### src/rtl/gpio_port_with_edge_interrupts_assert.svh
// assertion macros for the gpio port with edge interrupts
// expects i_clk and i_rst_n in the scope of the module that uses them
`ifndef GPIO_PORT_WITH_EDGE_INTERRUPTS_ASSERT_SVH
`define GPIO_PORT_WITH_EDGE_INTERRUPTS_ASSERT_SVH

// same-cycle implication, checked out of reset
`define GPIO_ASSERT_NOW(label, ante, cons, msg) \
label: assert property (@(posedge i_clk) disable iff (!i_rst_n) (ante) |-> (cons)) \
    else $error(msg);

// next-cycle implication, checked out of reset
`define GPIO_ASSERT_NEXT(label, ante, cons, msg) \
label: assert property (@(posedge i_clk) disable iff (!i_rst_n) (ante) |=> (cons)) \
    else $error(msg);

`endif

### src/rtl/gpio_pkg.sv
// shared types and constants for the gpio port with edge interrupts
// no dependencies
package gpio_pkg;

    localparam int PIN_COUNT = 8;
    localparam int PIN_W     = $clog2(PIN_COUNT);
    localparam int ADDR_W    = 20;
    localparam int VEC_W     = 6;
    localparam int REG_COUNT = 8;
    localparam int REG_W     = $clog2(REG_COUNT);

    // register file layout
    localparam logic [REG_W-1:0] REG_IN  = 3'd0;
    localparam logic [REG_W-1:0] REG_OUT = 3'd1;
    localparam logic [REG_W-1:0] REG_DIR = 3'd2;
    localparam logic [REG_W-1:0] REG_IFG = 3'd3;
    localparam logic [REG_W-1:0] REG_IES = 3'd4;
    localparam logic [REG_W-1:0] REG_IE  = 3'd5;
    localparam logic [REG_W-1:0] REG_SEL = 3'd6;
    localparam logic [REG_W-1:0] REG_REN = 3'd7;

    // configuration register indexes
    localparam logic [1:0] CFG_BASE   = 2'd0;
    localparam logic [1:0] CFG_IRQ_EN = 2'd1;
    localparam logic [1:0] CFG_VECTOR = 2'd2;

    // reset value of the base address and the fixed part of the pull-enable address
    localparam logic [ADDR_W-1:0] BASE_RESET = 20'h00020;
    localparam logic [ADDR_W-1:0] PULL_BASE  = 20'h00010;

    typedef enum logic [1:0] {
        MODE_READ     = 2'd0,
        MODE_WRITE    = 2'd1,
        MODE_PIN      = 2'd2,
        MODE_SOFT_RST = 2'd3
    } t_mode;

    typedef struct packed {
        t_mode                 mode;
        logic [ADDR_W-1:0]     bus_address;
        logic [PIN_COUNT-1:0]  write_data;
        logic [PIN_W-1:0]      pin_index;
        logic                  pin_level;
    } t_in_item;

    typedef struct packed {
        logic [PIN_COUNT-1:0]  read_data;
        logic                  read_hit;
        logic                  irq_request;
        logic [VEC_W-1:0]      irq_number;
    } t_out_item;

    // address decode result passed to the register file
    typedef struct packed {
        logic              hit;
        logic              above_base;
        logic [REG_W-1:0]  idx;
    } t_dec;

endpackage

### src/rtl/gpio_decode.sv
// bus address decode for both register maps
// depends on gpio_pkg
module gpio_decode
    import gpio_pkg::*;
(
    input  logic [ADDR_W-1:0] i_base,
    input  logic              i_irq_en,
    input  logic [ADDR_W-1:0] i_addr,
    output t_dec              o_dec
);

    logic [ADDR_W:0]   w_diff;
    logic              w_ge;
    logic [ADDR_W-1:0] w_pull_addr;

    // offset from base, one extra bit so a negative offset shows
    assign w_diff = {1'b0, i_addr} - {1'b0, i_base};
    assign w_ge   = !w_diff[ADDR_W];

    // pull-enable address of the reduced map
    assign w_pull_addr = PULL_BASE | {{(ADDR_W-2){1'b0}}, i_base[5], i_base[2]};

    // map selection, earlier match wins
    always_comb begin
        o_dec.above_base = w_ge;
        o_dec.hit        = 1'b0;
        o_dec.idx        = w_diff[REG_W-1:0];
        if (i_irq_en) begin
            o_dec.hit = w_ge && (w_diff[ADDR_W-1:REG_W] == '0);
        end else if (w_ge && (w_diff <= (ADDR_W+1)'(2))) begin
            o_dec.hit = 1'b1;
        end else if (w_ge && (w_diff == (ADDR_W+1)'(3))) begin
            o_dec.hit = 1'b1;
            o_dec.idx = REG_SEL;
        end else if (i_addr == w_pull_addr) begin
            o_dec.hit = 1'b1;
            o_dec.idx = REG_REN;
        end
    end

endmodule

### src/rtl/gpio_regs.sv
// port register file with bus access, pin edge detection and soft reset
// depends on gpio_pkg
module gpio_regs
    import gpio_pkg::*;
(
    input  logic             i_clk,
    input  logic             i_rst_n,
    input  logic             i_en,
    input  t_in_item         i_item,
    input  t_dec             i_dec,
    input  logic             i_irq_en,
    input  logic [VEC_W-1:0] i_vector,
    output t_out_item        o_res
);

    logic [PIN_COUNT-1:0] r_regs [REG_COUNT];
    logic [PIN_COUNT-1:0] n_regs [REG_COUNT];
    logic [PIN_COUNT-1:0] w_mask;
    logic                 w_was_high;
    logic                 w_fall_sel;
    logic                 w_edge;
    logic                 w_req;

    // pin change edge detection
    assign w_mask     = PIN_COUNT'(1) << i_item.pin_index;
    assign w_was_high = |(r_regs[REG_IN] & w_mask);
    assign w_fall_sel = |(r_regs[REG_IES] & w_mask);
    assign w_edge     = (|(r_regs[REG_IE] & w_mask)) &&
                        ((w_fall_sel && !i_item.pin_level && w_was_high) ||
                         (!w_fall_sel && i_item.pin_level && !w_was_high));

    // next register contents
    always_comb begin
        n_regs = r_regs;
        case (i_item.mode)
            MODE_READ: begin
            end
            MODE_WRITE: begin
                if (i_dec.hit) begin
                    n_regs[i_dec.idx] = i_item.write_data;
                end
            end
            MODE_PIN: begin
                if (w_edge) begin
                    n_regs[REG_IFG] = r_regs[REG_IFG] | w_mask;
                end
                if (i_item.pin_level) begin
                    n_regs[REG_IN] = r_regs[REG_IN] | w_mask;
                end else begin
                    n_regs[REG_IN] = r_regs[REG_IN] & ~w_mask;
                end
            end
            MODE_SOFT_RST: begin
                n_regs[REG_DIR] = '0;
                n_regs[REG_IFG] = '0;
                n_regs[REG_IE]  = '0;
                n_regs[REG_SEL] = '0;
                n_regs[REG_REN] = '0;
            end
            default: begin
            end
        endcase
    end

    // result of the transfer, request taken after the update
    assign w_req = i_irq_en && (|(n_regs[REG_IFG] & n_regs[REG_IE]));

    always_comb begin
        o_res = '0;
        if ((i_item.mode == MODE_READ) && i_dec.hit && i_dec.above_base) begin
            o_res.read_data = r_regs[i_dec.idx];
            o_res.read_hit  = 1'b1;
        end
        o_res.irq_request = w_req;
        o_res.irq_number  = w_req ? i_vector : '0;
    end

    // register update
    always_ff @(posedge i_clk) begin
        if (!i_rst_n) begin
            for (int i = 0; i < REG_COUNT; i++) begin
                r_regs[i] <= '0;
            end
        end else if (i_en) begin
            r_regs <= n_regs;
        end
    end

endmodule

### src/rtl/gpio_port_with_edge_interrupts.sv
// top level of the gpio port with edge interrupts: handshakes, configuration, result register
// depends on gpio_pkg, gpio_decode, gpio_regs and the assertion macro header
//
// Eight-pin IO port behind byte registers. Every transfer on the input channel is a bus
// read, a bus write, a pin level change or a soft reset, and gives exactly one result
// carrying the read byte, the hit flag and the interrupt request with its vector. One
// transfer is taken every clock cycle unless the input is stalled; each transfer passes
// through the input register and then the result register, with the decode and register
// update done between them. A stall on the output holds the result register and, once
// the input register is also full, stalls the input. Configuration writes (base address,
// map select, vector) take effect the next cycle; the user must make them only while
// the port is idle, and the block itself does not enforce this.
`include "gpio_port_with_edge_interrupts_assert.svh"

module gpio_port_with_edge_interrupts
    import gpio_pkg::*;
(
    input  logic              i_clk,
    input  logic              i_rst_n,
    input  logic              i_in_valid,
    output logic              o_in_stall,
    input  t_in_item          i_in,
    output logic              o_out_valid,
    input  logic              i_out_stall,
    output t_out_item         o_out,
    input  logic              i_cfg_we,
    input  logic [1:0]        i_cfg_index,
    input  logic [ADDR_W-1:0] i_cfg_data
);

    logic              r_in_valid;
    t_in_item          r_in;
    logic              r_out_valid;
    t_out_item         r_out;
    logic [ADDR_W-1:0] r_base;
    logic              r_irq_en;
    logic [VEC_W-1:0]  r_vector;

    logic              w_out_block;
    logic              w_adv;
    t_dec              w_dec;
    t_out_item         w_res;

    // flow control between the two register stages
    assign w_out_block = r_out_valid && i_out_stall;
    assign w_adv       = r_in_valid && !w_out_block;
    assign o_in_stall  = r_in_valid && w_out_block;

    // configuration registers
    always_ff @(posedge i_clk) begin
        if (!i_rst_n) begin
            r_base   <= BASE_RESET;
            r_irq_en <= 1'b0;
            r_vector <= '0;
        end else if (i_cfg_we) begin
            case (i_cfg_index)
                CFG_BASE:   r_base   <= i_cfg_data;
                CFG_IRQ_EN: r_irq_en <= i_cfg_data[0];
                CFG_VECTOR: r_vector <= i_cfg_data[VEC_W-1:0];
                default: begin
                end
            endcase
        end
    end

    // input register
    always_ff @(posedge i_clk) begin
        if (!i_rst_n) begin
            r_in_valid <= 1'b0;
        end else if (!o_in_stall) begin
            r_in_valid <= i_in_valid;
        end
    end

    always_ff @(posedge i_clk) begin
        if (i_in_valid && !o_in_stall) begin
            r_in <= i_in;
        end
    end

    // address decode
    gpio_decode u_decode (
        .i_base   (r_base),
        .i_irq_en (r_irq_en),
        .i_addr   (r_in.bus_address),
        .o_dec    (w_dec)
    );

    // register file and result
    gpio_regs u_regs (
        .i_clk    (i_clk),
        .i_rst_n  (i_rst_n),
        .i_en     (w_adv),
        .i_item   (r_in),
        .i_dec    (w_dec),
        .i_irq_en (r_irq_en),
        .i_vector (r_vector),
        .o_res    (w_res)
    );

    // result register
    always_ff @(posedge i_clk) begin
        if (!i_rst_n) begin
            r_out_valid <= 1'b0;
        end else if (w_adv) begin
            r_out_valid <= 1'b1;
        end else if (!i_out_stall) begin
            r_out_valid <= 1'b0;
        end
    end

    always_ff @(posedge i_clk) begin
        if (w_adv) begin
            r_out <= w_res;
        end
    end

    assign o_out_valid = r_out_valid;
    assign o_out       = r_out;

    // checks
    `GPIO_ASSERT_NEXT(a_adv_fills_out, w_adv, r_out_valid, "advanced item missing from result register")
    `GPIO_ASSERT_NOW(a_full_blocked_stalls, r_in_valid && w_out_block, o_in_stall, "input not stalled while both stages are full")
    `GPIO_ASSERT_NOW(a_vec_needs_req, o_out_valid && !o_out.irq_request, o_out.irq_number == '0, "vector reported without a request")
    `GPIO_ASSERT_NOW(a_miss_reads_zero, o_out_valid && !o_out.read_hit, o_out.read_data == '0, "read data on a missed read")

endmodule
### config.mk
export PLATFORM = sky130hd
export DESIGN_NAME = gpio_port_with_edge_interrupts
export DESIGN_NICKNAME = d
export VERILOG_FILES = /design/src/rtl/gpio_pkg.sv /design/src/rtl/gpio_decode.sv /design/src/rtl/gpio_regs.sv /design/src/rtl/gpio_port_with_edge_interrupts.sv
export VERILOG_INCLUDE_DIRS = /design/src /design/src/rtl
export SDC_FILE = /design/constraint.sdc
export NUM_CORES = 1
export LEC_CHECK = 0
export BUFFER_PORTS_ARGS = -buffer_cell sky130_fd_sc_hd__buf_2
export CORE_MARGIN = 3
export CORE_UTILIZATION = 35
export CTS_CLUSTER_SIZE = 28
export DETAILED_ROUTE_END_ITERATION = 16
export PLACE_DENSITY = 0.52
export RECOVER_POWER = 50
export SLEW_MARGIN = 20
export SYNTH_ARGS = -nofsm -noshare
export SYNTH_HDL_FRONTEND = slang
export SYNTH_SLANG_ARGS = --single-unit
### constraint.sdc
create_clock -name i_clk -period 4.2 [get_ports i_clk]
set_input_delay 0.21 -clock i_clk [delete_from_list [all_inputs] [get_ports i_clk]]
set_output_delay 0.21 -clock i_clk [all_outputs]
set_load 0.01 [all_outputs]
==> results.txt <==
----------------------------------------------------
[Run status]
  Result of the run ... finished, violations left
  Failing checks ... capacitance limit, slew limit

[Critical path]
  Class of the most critical setup path ... reg -> reg
  Worst path required time ... 4.38 ns
  Critical path fanouts, max ... 8
  Critical path capture point type ... flop
  Critical path launch point type ... flop
  Arrival time reported for the critical path endpoint ... 4.24 ns

[Clocking]
  CTS tree ... done
  Number of clock sinks seen by CTS ... 143
  Maximum count of clock buffers along a single path ... 2
  Clock transition at the registers of the reported paths ... 0.07 ns
  Clock Tree Root ... clkbuf_16
  CTS Buf Count ... 17
  Worst skew pair latency ... 0.44 ns
  H-tree Lvls ... 4

[Floorplanning]
  Core region area ... 22090 um2
  Die Ht ... 156.9 um
  Starting density of the core ... 36.07%
  Die area ... 24620 um2
  # rows ... 54
  I/O pin count ... 79
  Die X ... 156.9 um

[Final layout]
  Area growth from synthesis to layout ... 24.99%
  Number of antenna cells inserted ... 0
  Number of fillers in the final layout ... 2150
  Final net count ... 1084
  Sequential cell area ... 3363 um2
  Area of all placed cells without fillers ... 9962 um2
  Combined area of the multi-input logic cells ... 4432 um2
  Final cell count without fillers ... 1295
  Fraction of layout instances using a drive strength above 1 ... 18.52%

[Route]
  Via count normalized by instance count ... 5.592
  Number of search-and-repair iterations in the first detailed-routing pass ... 4
  Vias ... 7242
  Routed len/inst ... 19.58 um
  Final routed DRC violation total ... 0
  Total wire length after detailed routing ... 25350 um
  ANT nets after route ... 0
  DRT iter0 DRCs ... 592

[Pwr]
  Static leakage power ... 3.738 nW
  Combinational share of power ... 14.4%
  Internal power ... 2.541 mW
  Switching pwr ... 1.078 mW
  Register share of total power ... 42.4%
  Clk pwr share ... 43.2%
  Power density over the cells ... 363.3 nW/um2
  Switching part of the total ... 29.79%
  Worst VDD drop ... 233.9 uV

[Synth]
  Flops & latches, synth ... 143
  Primary FF master, synth ... dfxtp_1
  Cells taking the most area after synthesis ... dfxtp_1 (23%), edfxtp_1 (19%), mux2i_1 (5.9%)
  Sequential area share after synthesis ... 42.20%
  Syn Area/Cell ... 9.151 um2
  Mapped Nets ... 953
  Count of different cell masters after synthesis ... 84
  Warning count from the yosys run ... 0
  Library cell with the largest summed area after synthesis ... dfxtp_1
  Post-synth ARST share ... 0%
  Cell count after synthesis ... 871
  Top-count cell post-synth ... nand2_1
  Leading post-synthesis cells by instance count ... nand2_1 (115), dfxtp_1 (93), a21oi_1 (79), nor2_1 (78), edfxtp_1 (50)
  Post-synth EDFFs ... 50
  Fraction of synthesized cell area taken by the top area cell type ... 23.36%
  Cell area after synthesis ... 7970 um2

[STA]
  Worst Hold Margin ... 0.009455 ns
  Max Clock Skew ... 0.008869 ns
  Share of the clock period used by the worst path ... 96.53%
  Slew of the pin with the lowest slew margin ... 1.594 ns
  Max frequency ... 246.6 MHz
  Final setup vio count ... 0
  Total count of max-transition violations in the final report ... 19
  Number of endpoints with negative hold slack in the final report ... 0
  Max_slew headroom ... -6.516%
  Minimum period implied by the final worst setup slack ... 4.054 ns

[Global routing]
  Number of global-route vias before repair ... 6772
  Antenna violations before repair ... 0
  Grt ovf ... 0
  Overall fraction of global-route tracks in use ... 20.60%
  First-pass GRT wire length ... 39060 um
  Largest net degree at the start of global routing ... 68

[Flow run]
  Max-cap viol count ... 1

[Placement]
  Dpl cell area ... 8870 um2
  Cell count after placement ... 1224
  Number of I/O port buffers ... 78
  RePlAce Congestion ... 0.9694
  Hpwl dp ... 18030 um

[Hold path]
  Worst hold path type ... in -> reg

----------------------------------------------------
-- worst paths after layout --
kind	from	to	slack [ns]	depth (start not counted)
setup / recovery	r_in[12]$_DFFE_PP_	o_out[2]$_SDFFCE_PN0P_	0.15	15
hold / removal	i_cfg_data[16]	r_base[16]$_SDFFE_PN0P_	0.009	3
setup reg to reg	r_in[12]$_DFFE_PP_	o_out[2]$_SDFFCE_PN0P_	0.15	15
hold reg to reg	r_base[13]$_SDFFE_PN0P_	r_base[13]$_SDFFE_PN0P_	0.46	2
-- through the flow --
stage	TNS (ns)	setup slack (ns)	util [%]	total power, mW
final	0	0.1456	45.09	3.619
after global routing	-0.05490	-0.02087	45.09	3.755
after CTS	0	0.02236	44.54	3.620
after detailed placement	-0.09489	-0.03987	40.15	2.029
after global placement	0	0.06253	40.15	2.031
after floorplan	0	0.3476	-	1.849
-- flip-flops by register name (all words and copies together), names as in the netlist, named ones only --
name           flops
u_regs.r_regs     56
r_in              34
r_base            20
o_out             16
r_vector           6
o_out_valid        1
r_in_valid         1
r_irq_en           1
-- power by group through the flow --
stage | sequential [mW] | clock, mW | combinational (mW)
2_1_floorplan | 1.53 | 0 | 0.315
3_3_place_gp | 1.56 | 0 | 0.467
3_5_place_dp | 1.56 | 0 | 0.466
4_1_cts | 1.53 | 1.59 | 0.496
5_1_grt | 1.54 | 1.65 | 0.570
6_report | 1.54 | 1.56 | 0.520
-- logic make-up after synthesis --
group | count (synthesis) | share of synthesized area [%]
AOI/OAI and AO/OA | 241 | 22.06
DFF | 143 | 42.20
adders and majority gates | 21 | 3.391
and+or+nand+nor | 315 | 19.31
buffers and inverters | 82 | 4.223
xor gates and xnor gates | 6 | 0.6593
muxes | 63 | 8.163
-- area by class of cell --
| type | instances | area share, % |
|---|---|---|
| well taps | 280 | 3.517 |
| clock buffers | 17 | 4.270 |
| clock inverters | 15 | 1.670 |
| repair buffers | 162 | 11.09 |
| flip-flops and latches | 143 | 33.76 |
| multi-input cells | 646 | 44.49 |
| inverters | 32 | 1.206 |
-- cells in the final DEF, fill, tap and decap left out, types with 6 or more instances in the layout --
cell type and count:
a21oi_1 77, buf_2 56, buf_4 45, a22oi_1 17, dfxtp_1 93, o21ai_0 14
a311oi_1 16, and4_1 6, nand2b_1 9, a221oi_1 6, nand3b_1 8, and3_1 11
nand3_1 17, edfxtp_1 50, clkbuf_16 17, o21a_1 9, nor2b_1 9, nor2_1 78
mux2i_1 45, ha_1 17, nand2_1 115, nor3_1 15, nand4_1 8, dlygate4sd3_1 36
a22o_1 10, and2_1 8, inv_1 30, a221o_1 6, clkbuf_1 23, a211oi_1 11
mux2_2 13
-- critical path, cell delays in order (launching register included) --
cell	delay (ns)
edfxtp_1	0.35
inv_1	0.05
ha_1	0.22
fa_2	0.38
nor2b_4	0.15
o2111ai_4	0.17
a21o_1	0.23
a211o_1	0.30
nor4b_4	0.25
o2111a_2	0.25
o2111a_2	0.30
a31oi_2	0.13
a221o_1	0.39
a2111oi_4	0.35
buf_4	0.20
a21oi_1	0.08
-- repair_timing --
item / CTS / global route
gates resized for setup: 3 / 24
hold buffers: 36 / 0
buffers inserted: 0 / 2
pin swaps: 0 / 4
gates cloned: 0 / 0
endpoints found under the hold margin: 36 / 0
endpoints found under the setup margin: 17 / 40
-- metal layers --
metal | routed length, um | up-vias | track usage, %
met2 | 10500 | 223 | 29.01
li1 | - | 3524 | -
met4 | 361 | 0 | 5.752
met1 | 13090 | 3465 | 32.26
met5 | 0 | - | 0
met3 | 1398 | 30 | 3.272
Note: power is estimated with default switching activity, not from simulation.
